==> config.mk <==
export PLATFORM = sky130hd
export DESIGN_NAME = cadt_div_cell
export DESIGN_NICKNAME = d
export VERILOG_FILES = /design/src/rtl/core/constant_accel_distance_to_time_macros.svh /design/src/rtl/core/cadt_div_cell.sv
export SDC_FILE = /design/constraint.sdc
export NUM_CORES = 1
export LEC_CHECK = 0
export ABC_AREA = 1
export BUFFER_PORTS_ARGS = -buffer_cell sky130_fd_sc_hd__buf_2
export CELL_PAD_IN_SITES_DETAIL_PLACEMENT = 0
export CELL_PAD_IN_SITES_GLOBAL_PLACEMENT = 1
export CORE_ASPECT_RATIO = 0.6
export CORE_MARGIN = 3
export CORE_UTILIZATION = 39
export CTS_BUF_LIST = sky130_fd_sc_hd__clkbuf_4 sky130_fd_sc_hd__clkbuf_8
export CTS_CLUSTER_SIZE = 12
export DETAILED_ROUTE_END_ITERATION = 6
export PLACE_DENSITY_LB_ADDON = 0.1
export SYNTH_ARGS = -nofsm -noshare
export SYNTH_HDL_FRONTEND = slang
export SYNTH_SLANG_ARGS = --single-unit
==> constraint.sdc <==
create_clock -name i_clk -period 3.3 [get_ports i_clk]
set_input_delay 0.66 -clock i_clk [delete_from_list [all_inputs] [get_ports i_clk]]
set_output_delay 0.66 -clock i_clk [all_outputs]
set_load 0.01 [all_outputs]
==> src/rtl/core/constant_accel_distance_to_time_macros.svh <==
// ----------------------------------------------------------------------------
// constant_accel_distance_to_time_macros.svh
// assertion helpers shared by the square root cell and the top module
// ----------------------------------------------------------------------------
`ifndef CONSTANT_ACCEL_DISTANCE_TO_TIME_MACROS_SVH
`define CONSTANT_ACCEL_DISTANCE_TO_TIME_MACROS_SVH

// same-cycle implication, clocked on i_clk, off during reset
`define CADT_ASSERT_NOW(lbl, ante, cons, msg) \
    lbl: assert property (@(posedge i_clk) disable iff (!i_rst_n) (ante) |-> (cons)) \
        else $error(msg);

// next-cycle implication, clocked on i_clk, off during reset
`define CADT_ASSERT_NEXT(lbl, ante, cons, msg) \
    lbl: assert property (@(posedge i_clk) disable iff (!i_rst_n) (ante) |=> (cons)) \
        else $error(msg);

`endif

==> src/rtl/core/cadt_div_cell.sv <==
// ----------------------------------------------------------------------------
// cadt_div_cell
// one restoring division step: one quotient bit per cell
// ----------------------------------------------------------------------------
`default_nettype none

module cadt_div_cell #(
    parameter int DW = 20,
    parameter int LW = 17,
    parameter int SW = 1
) (
    input  wire logic          i_clk,
    input  wire logic          i_rst_n,
    input  wire logic          i_en,
    input  wire logic          i_valid,
    input  wire logic [DW-1:0] i_div,
    input  wire logic [DW-1:0] i_rem,
    input  wire logic [LW-1:0] i_xq,
    input  wire logic [SW-1:0] i_side,
    output logic               o_valid,
    output logic      [DW-1:0] o_rem,
    output logic      [LW-1:0] o_xq,
    output logic      [SW-1:0] o_side
);

    logic          r_valid;
    logic [DW-1:0] r_rem;
    logic [LW-1:0] r_xq;
    logic [SW-1:0] r_side;
    logic [DW:0]   w_trial;
    logic [DW:0]   w_diff;
    logic          w_bit;
    logic [DW-1:0] n_rem;
    logic [LW-1:0] n_xq;

    // shift in next dividend bit, subtract if it fits
    assign w_trial = {i_rem, i_xq[LW-1]};
    assign w_diff  = w_trial - {1'b0, i_div};
    assign w_bit   = (w_trial >= {1'b0, i_div});
    assign n_rem   = w_bit ? w_diff[DW-1:0] : w_trial[DW-1:0];
    assign n_xq    = {i_xq[LW-2:0], w_bit};

    // valid bit
    always_ff @(posedge i_clk) begin
        if (!i_rst_n) begin
            r_valid <= 1'b0;
        end else if (i_en) begin
            r_valid <= i_valid;
        end
    end

    // payload
    always_ff @(posedge i_clk) begin
        if (i_en) begin
            r_rem  <= n_rem;
            r_xq   <= n_xq;
            r_side <= i_side;
        end
    end

    assign o_valid = r_valid;
    assign o_rem   = r_rem;
    assign o_xq    = r_xq;
    assign o_side  = r_side;

endmodule

`default_nettype wire

# [Yosys cells after proc, flatten, opt, wreduce, memory -nomap -nowiden]
# Cells that the tools add are included.
[op_classes] magnitude_cmp=1 muxes=1 add_sub_neg=1
[op_table] cell="21-bit by 20-bit >= comparator with 1-bit output" n=1
[op_table] cell="20-bit two-way mux" n=1
[op_table] cell="20-bit subtractor" n=1
[totals] in_bits=62 out_inout_bits=39 elab_cells=7 ff_bits=39

# [Longest topological paths before layout]
# Gate-level depths: netlist (run 1).
[logic_depth] word_depth=2 mapped_depth=14 ltp_nobuf=13

# [Worst setup path after synthesis (run 1)]
# OpenSTA, ideal clock, no wires.
[synth_timing] kind="input -> register" start="in i_xq[16]" end="reg r_rem[16], in the netlist o_rem[16] (data pin)" path_slack_ns=1.107 stages=13 required_ns=3.047 arrival_ns=1.940 n_path_buf=0 setup_ns=0.253 cell_sequence="inv_1 > ha_1 > fa_1 > inv_1 > nand3_1 > nand3_1 > nand2_1 > nand2_1 > nand2_1 > nand2_1 > nand2_1 > nand3_1 > nand2_1"
[synth_via] elab_chain_cells=2 word_cells_on_any_way=3 cone_classes="add/sub (1); order compare (1); mux (1)"
[synth_lines] element="start: declaration" line="cadt_div_cell.sv:18" rtl="input wire logic [LW-1:0] i_xq,"
[synth_lines] element="20-bit subtractor / 21-bit by 20-bit >= comparator with 1-bit output (equally long branches)" line="cadt_div_cell.sv:38, cadt_div_cell.sv:39"
[synth_lines] element="20-bit two-way mux (*)" line="cadt_div_cell.sv:40" rtl="assign n_rem = w_bit ? w_diff[DW-1:0] : w_trial[DW-1:0];"
[synth_lines] element="named net n_rem[16]" line="cadt_div_cell.sv:33" rtl="logic [DW-1:0] n_rem;"
[synth_lines] element="end signal: assignment" line="cadt_div_cell.sv:55" rtl="r_rem <= n_rem;"
[synth_lines] element="end: declaration" line="cadt_div_cell.sv:27" rtl="logic [DW-1:0] r_rem;"
# The timed path passes the listed nets; every way through them passes the cells marked *.
# A chain may end at the register's enable or synchronous reset.

# [Worst setup path in the final report (run 1)]
# Ends and elaborated chain as after synthesis.

==> metrics list, run 1 <==
- Area growth from synthesis to final layout: 23.9%
- Critical path's largest stage delay: 0.41 ns
* Clk Tree Root Cell: sky130_fd_sc_hd__clkbuf_8
* Post-CTS setup-driven buffer insertion count: 0
- Arrival time at the worst endpoint: 2.36 ns
* Synthesized area: roughly 2900 sq um
- TritonCTS Buffers: 5
- Multi-input gate area: 1400 sq um
- Most common flop cell mapped by yosys: sky130_fd_sc_hd__edfxtp_1
- For the worst-skew pair, the clock arrives at the later sink with an insertion delay of 0.29 ns.
- The final-report hold violation count is 0.
- Startpoint of the lowest-slack hold path: i_xq[6]
* DRT antenna net count: 0
- DR WL/cell: between 10 and 15 um
* Number of setup violations in the final report: 0
- Via total after detailed routing: approximately 2600
* Simple-gate share of the synthesized area: between 30% and 40%
- Number of register bits inferred by synthesis: 39
* Proportion of synthesized chip area in sequential cells: around 41%
- In this run the biggest area consumer among cell types represents 39.8% of the synthesized area.
- Synthesized area per cell: around 7.6 sq um
- Setup slack on the critical path of the routed design comes to 1.00 ns.
- Worst path required time: about 3.4 ns
* Total detailed-routing wirelength: 7.23 mm
* Maximum vdd drop: 0.000170 V
* Critical path start-end classification: input port to register
* Proportion of synthesized flip-flops having asynchronous set or reset: 0%
- Synth top cells by count: sky130_fd_sc_hd__nand2_1 (130), sky130_fd_sc_hd__inv_1 (67), sky130_fd_sc_hd__edfxtp_1 (38)
- The number of global-route vias before repair came to about 2300.
- After clock tree synthesis, the clock-pin slew on the worst setup and hold paths is 0.09 ns.
- Most used standard cell by instance count after synthesis: sky130_fd_sc_hd__nand2_1
- Dividing total power by cell area gives a power density of ~420 nW/um^2.
* Pin count of the biggest net entering global routing: 41
- Cells along the critical path: buf_2, inv_1, ha_1, fa_1, inv_1, nand3_1, nand3_1, nand2_1, nand2_1, nand2_1, nand2_1, nand2_1, nand3_1, nand2_1
- The clock passes through at most 2 buffers.
- FF+latch area: 1160 sq um
* WHS: ~0.53 ns
- Detailed placement ended at an HPWL of between 5 and 6 mm.
- Synthesis Warnings: 0
* Startpoint type of the worst setup path: input port
- The most critical setup path has its startpoint at i_xq[16].
* Top area cells in the synthesized netlist: sky130_fd_sc_hd__edfxtp_1 (40%), sky130_fd_sc_hd__nand2_1 (17%), sky130_fd_sc_hd__inv_1 (8.8%)
- TritonCTS clock tree: done
* Height of the die: 72.4 um
* Highest achievable clock rate: about 0.44 GHz
* Critical path's top delay family: simple AND/OR/NAND/NOR gates
* Via density per instance: 4.56
* Post-synth EDFFs: 38
- Number of max-cap violations: 0
- Of the cells placed in the final design, the portion with a size suffix greater than 1 is 27.7%.
- Post-synthesis cell type with the largest combined area: sky130_fd_sc_hd__edfxtp_1
- Synth cell types: 29
* Main combinational cell family by area after synthesis: simple AND/OR/NAND/NOR gates
- I/O Buffers: 100
- The worst register-to-register path begins at o_valid.
- Worst path slowest cell: sky130_fd_sc_hd__fa_1
- After clock tree synthesis, the flow added hold-fix buffers numbering 0.
* GRT Util Overall: 17.4%
* Setup slack at placement: 0.703 ns
- Of all nets on the critical path, the largest fanout is 3.
- Actual slew at the worst max-slew pin: between 0.9 and 1 ns
- Summed over all failing endpoints, the final setup total negative slack is 0 ns.
- Between clock sinks in the finished design, the worst skew comes to 0 ns.
* Min Clock Period, post-route: 2.30 ns
- Count of inserted antenna diode cells: 0
* Utilization after layout: around 50%
- The number of antenna violations at the first check in global routing was 0.
* Compound-Gate Fraction of Synth Area: between 3 and 4%
* Total of fill cells in the finished design: 718
* Top cell by count, worst path: sky130_fd_sc_hd__nand2_1
- Num Clock Sinks: 39
- In this run, post-CTS repair resized a total of 0 instances.
- Die X: ~120 um
* Maximum level of the CTS H-tree: 2
- Post-Synthesis Net Count: 458
- The congestion estimate from routability-driven global placement came to 0.873.
- The first global-routing pass estimated 11.4 mm of wire.
- Post-route clock period utilization: between 60% and 70%
* Unrepaired setup endpoints after global routing: false
* Remaining global-route overflow: 0
- Before antenna repair, the detailed router went through 4 iterations.
- The region available for standard cell placement spans 6910 sq um.
- In this run the static leakage power is between 0.0015 and 0.002 uW.
- The synthesized netlist devotes 3.06% of its cell area to XOR and XNOR gates.
* Post-Synth Adder-Cell Area: 9.44%
* Count of unresolved DRC violations after routing: 0
- Final Slew Violations: 0
- Initial DRC count: 132
- For this configuration, the core starts out at a cell density of 41.5%.
- Final-stage net count: roughly 560
- Kind of path behind the tightest hold check: input port to register
- In the synthesized netlist, the number of instances is 375.
- The die covers 8440 sq um.
- Number of rows in the core area: 23
* Number of primary I/O pins: 101
* Critical path endpoint category: register
- Multiplexer area fraction after synthesis: 0%
- In this run the tightest slew margin relative to its limit is between 30 and 40%.
- Critical path buffer and inverter count: 3
* Outcome: completed
## cell type report
| cell class | instances | share of cell area (%) |
|---|---|---|
| clock inverters | 3 | 1.23 |
| repair buffers | 100 | 14.1 |
| well taps | 87 | 3.07 |
| clock buffers | 5 | 1.94 |
| multi-input cells | 263 | 39.4 |
| inverters | 70 | 7.55 |
| flip-flops and latches | 39 | 32.7 |
## layout by cell type, fill, tap and decap left out, types with 2 or more instances in the layout
master                     instances
sky130_fd_sc_hd__buf_2           100
sky130_fd_sc_hd__nand2_2          15
sky130_fd_sc_hd__nand3_1          28
sky130_fd_sc_hd__inv_1            67
sky130_fd_sc_hd__ha_1             20
sky130_fd_sc_hd__nand2_1         130
sky130_fd_sc_hd__inv_2             2
sky130_fd_sc_hd__edfxtp_1         38
sky130_fd_sc_hd__nand3b_1          4
sky130_fd_sc_hd__nor3_1            2
sky130_fd_sc_hd__o21ai_0           3
sky130_fd_sc_hd__xor2_1            9
sky130_fd_sc_hd__nor2_1           25
sky130_fd_sc_hd__a21oi_1          14
sky130_fd_sc_hd__clkbuf_8          5
sky130_fd_sc_hd__nor2_2            2
## path summary, 6_finish.rpt
path / to / slack, ns / cells after the start
worst max-delay path: o_rem[16] / 1.00 / 14
worst min register to register: o_valid / 0.54 / 2
worst max register to register: o_valid / 2.65 / 2
worst min-delay path: o_xq[7] / 0.53 / 1
## state kept, by name, summed over array words and instances, names as in the netlist
name	cells
o_rem	20
o_xq	17
o_side	1
o_valid	1
## routing by layer
metal	routed length [um]	up-vias	global-route usage [%]
li1	-	1389	-
met3	532	7	3.17
met2	2690	84	23.5
met5	0	-	0
met4	59	0	3.44
met1	3940	1103	28.3
## through the flow
stage / cell area (sq um) / instances / power, uW
after global routing: 3550 / 567 / 1580
after detailed placement: 3440 / 559 / 1080
after floorplan: 2860 / 375 / 927
after CTS: 3550 / 567 / 1510
final: 3550 / 567 / 1480
after global placement: 3440 / 559 / 1080
## power breakdown
group	switching (uW)	internal [uW]
sequential	10.8	615
clock	188	225
combinational	274	170
## cell families (layout without fill, tap and decap cells)
group | Yosys count | after routing
and+or+nand+nor | 211 | 211
DFF | 39 | 39
AOI/OAI and AO/OA | 21 | 21
buffers and inverters | 73 | 178
adders and majority gates | 21 | 21
xor gates and xnor gates | 10 | 10
Power figures use the tool's default switching activity.
==> run 2: changes to the inputs <==
--- a/config.mk
+++ b/config.mk
@@ -11,7 +11,7 @@
 export CELL_PAD_IN_SITES_GLOBAL_PLACEMENT = 1
 export CORE_ASPECT_RATIO = 0.6
 export CORE_MARGIN = 3
-export CORE_UTILIZATION = 39
+export CORE_UTILIZATION = 33
 export CTS_BUF_LIST = sky130_fd_sc_hd__clkbuf_4 sky130_fd_sc_hd__clkbuf_8
 export CTS_CLUSTER_SIZE = 12
 export DETAILED_ROUTE_END_ITERATION = 6
==> constraint.sdc (replaced) <==
create_clock -name i_clk -period 1.9 [get_ports i_clk]
set_input_delay 0.38 -clock i_clk [delete_from_list [all_inputs] [get_ports i_clk]]
set_output_delay 0.38 -clock i_clk [all_outputs]
set_load 0.01 [all_outputs]
==> metrics list, run 2 (synthesis results as in run 1) <==
- Initial DRC count: 145
- Remaining global-route overflow: 0
- Internal cell power: 1980 uW
* Count of hold-fix buffers inserted at cts: 0
* Min Clock Period, post-route: between 1.5 and 2 ns
- Total of fill cells in the finished design: between 700 and 800
* Worst path slowest cell: sky130_fd_sc_hd__ha_4
- Final standard cell area without fillers: 4460 sq um
* Count of unresolved DRC violations after routing: 0
- The min-delay analysis places its worst path in the category input port to register.
- DR WL/cell: 12.6 um
- GRT Util Overall: roughly 17%
* Maximum vdd drop: 0.000392 V
* Worst Skew: 0 ns
- Critical path's largest stage delay: 0.22 ns
* Number of global-route vias before repair: 2652
- The routed design has roughly 8.4 mm of wire.
- TritonCTS built the clock tree.
- The critical path goes through buf_2, inv_1, ha_4, nand2_1, nand2_1, inv_1, nand2_1, a21oi_2, nand2_2, nand2_4, nand2_8, buf_4, nand2_1, nand2_1.
- Combinational cell fraction of total power: about 37%
- The tree built by TritonCTS fans out to 39 sinks.
- Setup violations remaining at the end of the flow were counted as 0.
- Count of inserted antenna diode cells: 0
- For the pin with the worst max-slew slack, the measured transition is approximately 0.27 ns.
* Clock latency on the worst-skew pair: 0.30 ns
- Leakage: 0.00232 uW
* Post-route clock period utilization: 95.3%
- Data arrives at the worst endpoint at between 1.5 and 2 ns.
- The worst setup path is launched from an input port.
- For this design the ratio of total power to cell area is around 650 nW/um^2.
- In this run the power spent charging and discharging nets is about 920 uW.
- The routed layout has 2859 vias.
- Placed cell area: 4030 sq um
- Counting stages on the worst path, the most repeated cell is sky130_fd_sc_hd__nand2_1.
- Leaving out fill and tap cells, the most frequent cell in the layout is sky130_fd_sc_hd__nand2_1.
- Most frequent cells in the layout: sky130_fd_sc_hd__nand2_1 (115), sky130_fd_sc_hd__buf_2 (100), sky130_fd_sc_hd__buf_4 (76)
- On the critical path the largest part of the delay comes from simple AND/OR/NAND/NOR gates.
- Startpoint of the lowest-slack hold path: i_xq[14]
* Final-stage net count: between 600 and 700
- Clock network fraction of design power: 25.2%
- Static timing analysis puts the maximum clock frequency at about 0.55 GHz.
* Worst hold path depth: 1
- The first global-routing pass estimated between 10 and 15 mm of wire.
* Crit Reg-Reg Startpoint: o_valid
- Counting the buffers created by CTS gives 5.
- Headroom to the max-slew limit came out at between 80% and 90%.
- The endpoint identified for the worst register-to-register timing path is o_valid.
- Starting density of the core: between 30% and 40%
* Weighted congestion at the end of routability-driven global placement: 0.867
- Final Slew Violations: 0
- Critical path endpoint category: register
- Number of max-cap violations: 0
- The detail route stage leaves a number of antenna-violating nets equal to 0.
- Portion of total power attributed to sequential cells: 37.6%
- The core region is around 8100 sq um.
* Clk Tree Root Cell: sky130_fd_sc_hd__clkbuf_8
- Via density per instance: 4.29
* Flip-flop count of the largest register after layout: 20
- After clock tree synthesis, the clock-pin slew on the worst setup and hold paths is 0.09 ns.
* Endpoint, Worst Hold: o_xq[15]
- Post-DP HPWL: between 6 and 7 mm
* Final Hold Violating Endpoints: 0
* Critical path buffer and inverter count: 4
* Total Neg Setup Slack: 0 ns
* Maximum level of the CTS H-tree: 2
* Die X: 126 um
- I/O Buffers: 100
* Reg2reg setup slack: about 1.3 ns
* Area growth from synthesis to final layout: 55.6%
- Entering global routing, the biggest net connects 41 pins.
* Die area: 9870 sq um
- Pre-Repair DR Iteration Count: 4
* Outcome: completed
- Fraction of layout cells with a size suffix above 1: ~46%
- Hold is met by 0.245 ns.
- From bottom edge to top edge, the die measures around 78 um.
- Net switching is 31.7% of the power.
- Number of rows in the core area: 25
* Number of antenna violations at the first check in global routing: 0
- The critical path in this run is classified as input port to register.
* Path depth of the worst reg2reg path: 2
- For the worst setup path, the data required time is 1.97 ns.
- Number of primary I/O pins: ~100
- Maximum net fanout on the critical path: 8
* Buffer levels on the longest clock path: 2
## run 2: layout make-up
class                   count  area [sq um]  share of cell area (%)
clock inverters             3          43.8                   0.983
multi-input cells         264          1690                    37.8
clock buffers               5          68.8                    1.54
inverters                  70           270                    6.07
well taps                 108           135                    3.03
repair buffers            177          1090                    24.5
flip-flops and latches     39          1160                    26.1
## run 2: what timing repair did
| action | in CTS | in global routing |
|---|---|---|
| cloned | 1 | 0 |
| pin swaps | 1 | 6 |
| gates resized for setup | 7 | 46 |
| setup endpoints to repair | 19 | 21 |
| setup buffers | 3 | 1 |
## run 2: power by group through the flow
stage               logic (uW)  clock network [uW]  registers [uW]
CTS                        999                 761            1090
floorplan                  440                   0            1170
global placement           962                   0            1100
finish                    1080                 730            1090
detailed placement         970                   0            1110
global route              1200                 804            1100
## run 2: layer usage
layer | vias to the layer above | global-route usage, % | part of all wire, % | wire length, um
li1 | 1540 | - | - | -
met1 | 1239 | 26.3 | 54 | 4550
met2 | 73 | 24.4 | 40 | 3330
met3 | 7 | 3.74 | 5.3 | 449
met4 | 0 | 3.53 | 0.87 | 73
met5 | - | 0 | 0 | 0
## run 2: through the flow
step	util, %	worst slack, ns	total power, uW	std cells
6_report	54.8	0.0890	2890	666
5_1_grt	54.8	-0.00962	3100	666
3_3_place_gp	49.5	-0.460	2070	653
4_1_cts	51.8	0.0121	2850	665
2_1_floorplan	-	0.00128	1610	375
3_5_place_dp	49.5	-0.500	2080	653
## run 2: worst max path at each step
stage | from | end | slack (ns) | cells after the start
floorplan | i_div[3] | o_rem[18] | 0.001 | 14
global placement | i_rem[7] | o_rem[13] | -0.46 | 13
detailed placement | i_div[13] | o_rem[19] | -0.50 | 14
CTS | i_rem[12] | o_rem[13] | 0.01 | 13
global route | i_div[12] | o_rem[7] | -0.01 | 14
finish | i_div[12] | o_rem[7] | 0.09 | 14
==> run 3: changes to the inputs <==
--- a/config.mk
+++ b/config.mk
@@ -16,6 +16,7 @@
 export CTS_CLUSTER_SIZE = 12
 export DETAILED_ROUTE_END_ITERATION = 6
 export PLACE_DENSITY_LB_ADDON = 0.1
+export REMOVE_ABC_BUFFERS = 1
 export SYNTH_ARGS = -nofsm -noshare
 export SYNTH_HDL_FRONTEND = slang
 export SYNTH_SLANG_ARGS = --single-unit
==> metrics list, run 3 (synthesis results as in run 1) <==
* Via density per instance: around 4.3
- The worst setup path is captured at a register.
- For hold timing, the worst endpoint is o_xq[7].
* Weighted congestion at the end of routability-driven global placement: 0.832
- From synthesis to final layout, the design area changed by 57.8%.
- The clock passes through at most 2 buffers.
- The worst path uses 95.3% of the clock period.
- Number of max-cap violations: 0
- Count of inserted antenna diode cells: 0
* Worst path required time: 1.96 ns
- Die X: 126 um
- I/O Buffers: 100
- The filler cells instantiated in the layout total between 700 and 800.
- Across all setup checks in the final design, the least slack found is 0.0884 ns.
- The setup path with the least slack is of type input port to register.
* Min Clock Period, post-route: 1.81 ns
- Count of hold-fix buffers inserted at cts: 0
- The tree built by TritonCTS fans out to 39 sinks.
- Most frequent cells in the layout: sky130_fd_sc_hd__nand2_1 (120), sky130_fd_sc_hd__buf_2 (100), sky130_fd_sc_hd__buf_4 (84)
* Reg-to-reg critical path endpoint: o_valid
* Flip-flop count of the largest register after layout: 20
- Fraction of layout cells with a size suffix above 1: 45.6%
- Entering global routing, the biggest net connects 41 pins.
- Startpoint of the lowest-slack hold path: i_xq[6]
* Kind of path behind the tightest hold check: input port to register
- For the worst setup path, the data arrival time is 1.87 ns.
- Setup violations remaining at the end of the flow were counted as 0.
* Number of global-route vias before repair: 2775
* Final standard cell area without fillers: 4520 sq um
- Maximum net fanout on the critical path: 9
- STA classifies the critical path startpoint as an input port.
- Crit Reg-Reg Startpoint: o_valid
- The flow ran to the end, and the final reports show no timing, DRC or antenna violations.
- Leaving out fill and tap cells, the most frequent cell in the layout is sky130_fd_sc_hd__nand2_1.
- Global-route wire length before repair: 13.1 mm
- Highest achievable clock rate: 0.552 GHz
* Height of the die: between 70 and 80 um
- Starting density of the core: 35.2%
* Clock slew at reported path FFs: 0.09 ns
- Worst Skew: 0 ns
- Utilization after layout: 55.6%
- Actual slew at the worst max-slew pin: ~0.23 ns
* Placed cell area: 4110 sq um
- For this design the ratio of total power to cell area is around 640 nW/um^2.
- Measured against its own limit, the worst slew margin works out to 84.8%.
- Setup slack on the worst reg-to-reg path comes out at 1.25 ns.
- TritonCTS Buffers: 5
* Clock latency on the worst-skew pair: 0.29 ns
* Post-DP HPWL: about 6.5 mm
- Maximum level of the CTS H-tree: 2
- Remaining global-route overflow: 0
* Setup slack at placement: -0.334 ns
- CTS placed an instance of sky130_fd_sc_hd__clkbuf_8 at the clock tree root.
* Placeable core region: 8130 sq um
- Final Hold Violating Endpoints: 0
- For the worst flop-to-flop path, the logic depth is 2.
- Number of primary I/O pins: 101
* Worst hold path depth: 1
- The detail route stage leaves a number of antenna-violating nets equal to 0.
- GRT Util Overall: between 10% and 20%
- For this block, the initial DRC count from the detailed router was 133.
- Number of antenna violations at the first check in global routing: 0
- Number of rows in the core area: 25
- WHS: 0.251 ns
* Count of unresolved DRC violations after routing: 0
- Total detailed-routing wirelength: 8.41 mm
- Leakage: 0.00239 uW
- Detailed routing inserted a total of 2910 vias.
- Final Slew Violations: 0
- Maximum vdd drop: 0.000371 V
* Die area: 9870 sq um
- TritonCTS clock tree: done
- Final-stage net count: 650
- DR WL/cell: 12.4 um
- The first detailed-routing pass took 4 iterations.
## run 3: changes by cell type in the layout (fill, tap and decap cells not counted), sizes merged
cell	change
buf	+10
## run 3: what timing repair did
item                                    CTS  global route
setup buffers                             0             4
endpoints found under the setup margin    6            20
resized for setup                         2            43
cloned                                    0             1
pin swaps                                 0             6
endpoints found under the hold margin     0             0
## run 3: worst max path at each step
| stage | endpoint | from | cells past startpoint | slack [ns] |
|---|---|---|---|---|
| after floorplan | o_rem[16] | i_xq[16] | 13 | -0.01 |
| final | o_rem[16] | i_div[8] | 14 | 0.09 |
| after global routing | o_rem[0] | i_div[8] | 14 | -0.01 |
| after detailed placement | o_rem[16] | i_xq[16] | 14 | -0.33 |
| after CTS | o_rem[16] | i_div[10] | 14 | 0.009 |
| after global placement | o_rem[18] | i_rem[2] | 11 | -0.35 |
## run 3: power by group
part	internal (uW)	leakage, uW	switching, uW	total, uW
clock	392	0.0000581	330	721
sequential	1070	0.000380	19.9	1090
combinational	533	0.00195	568	1100
total	1990	0.00239	918	2910
## run 3: worst max-delay path, stage by stage
cell,delay (ns)
sky130_fd_sc_hd__buf_2,0.09
sky130_fd_sc_hd__inv_1,0.09
sky130_fd_sc_hd__ha_4,0.23
sky130_fd_sc_hd__nand2_4,0.10
sky130_fd_sc_hd__inv_1,0.05
sky130_fd_sc_hd__nand2_1,0.06
sky130_fd_sc_hd__nand2_1,0.08
sky130_fd_sc_hd__a21oi_2,0.18
sky130_fd_sc_hd__nand2_2,0.09
sky130_fd_sc_hd__nand2_4,0.12
sky130_fd_sc_hd__nand2_8,0.10
sky130_fd_sc_hd__buf_12,0.15
sky130_fd_sc_hd__nand3_1,0.07
sky130_fd_sc_hd__nand2_1,0.05
## run 3: routing by layer
layer	vias to the layer above	wire [um]	share of wire, %	track usage, %
li1	1561	-	-	-
met1	1270	4490	53	25.5
met2	77	3310	39	24.1
met3	2	602	7.2	4.08
met4	0	15	0.18	2.89
met5	-	0	0	0
## run 3: layout make-up
class / instances / area (sq um) / share of cell area (%)
repair buffers: 187 / 1190 / 26.4
flip-flops and latches: 39 / 1160 / 25.7
well taps: 108 / 135 / 2.99
inverters: 70 / 268 / 5.93
clock buffers: 5 / 68.8 / 1.52
clock inverters: 3 / 43.8 / 0.969
multi-input cells: 264 / 1650 / 36.5
## run 3: metrics by stage
stage	power [uW]	TNS (ns)	instances
after global placement	2110	-6.91	663
after global routing	3120	-0.0121	676
after floorplan	1600	-0.0258	372
final	2910	0	676
after CTS	2850	0	671
after detailed placement	2110	-6.53	663
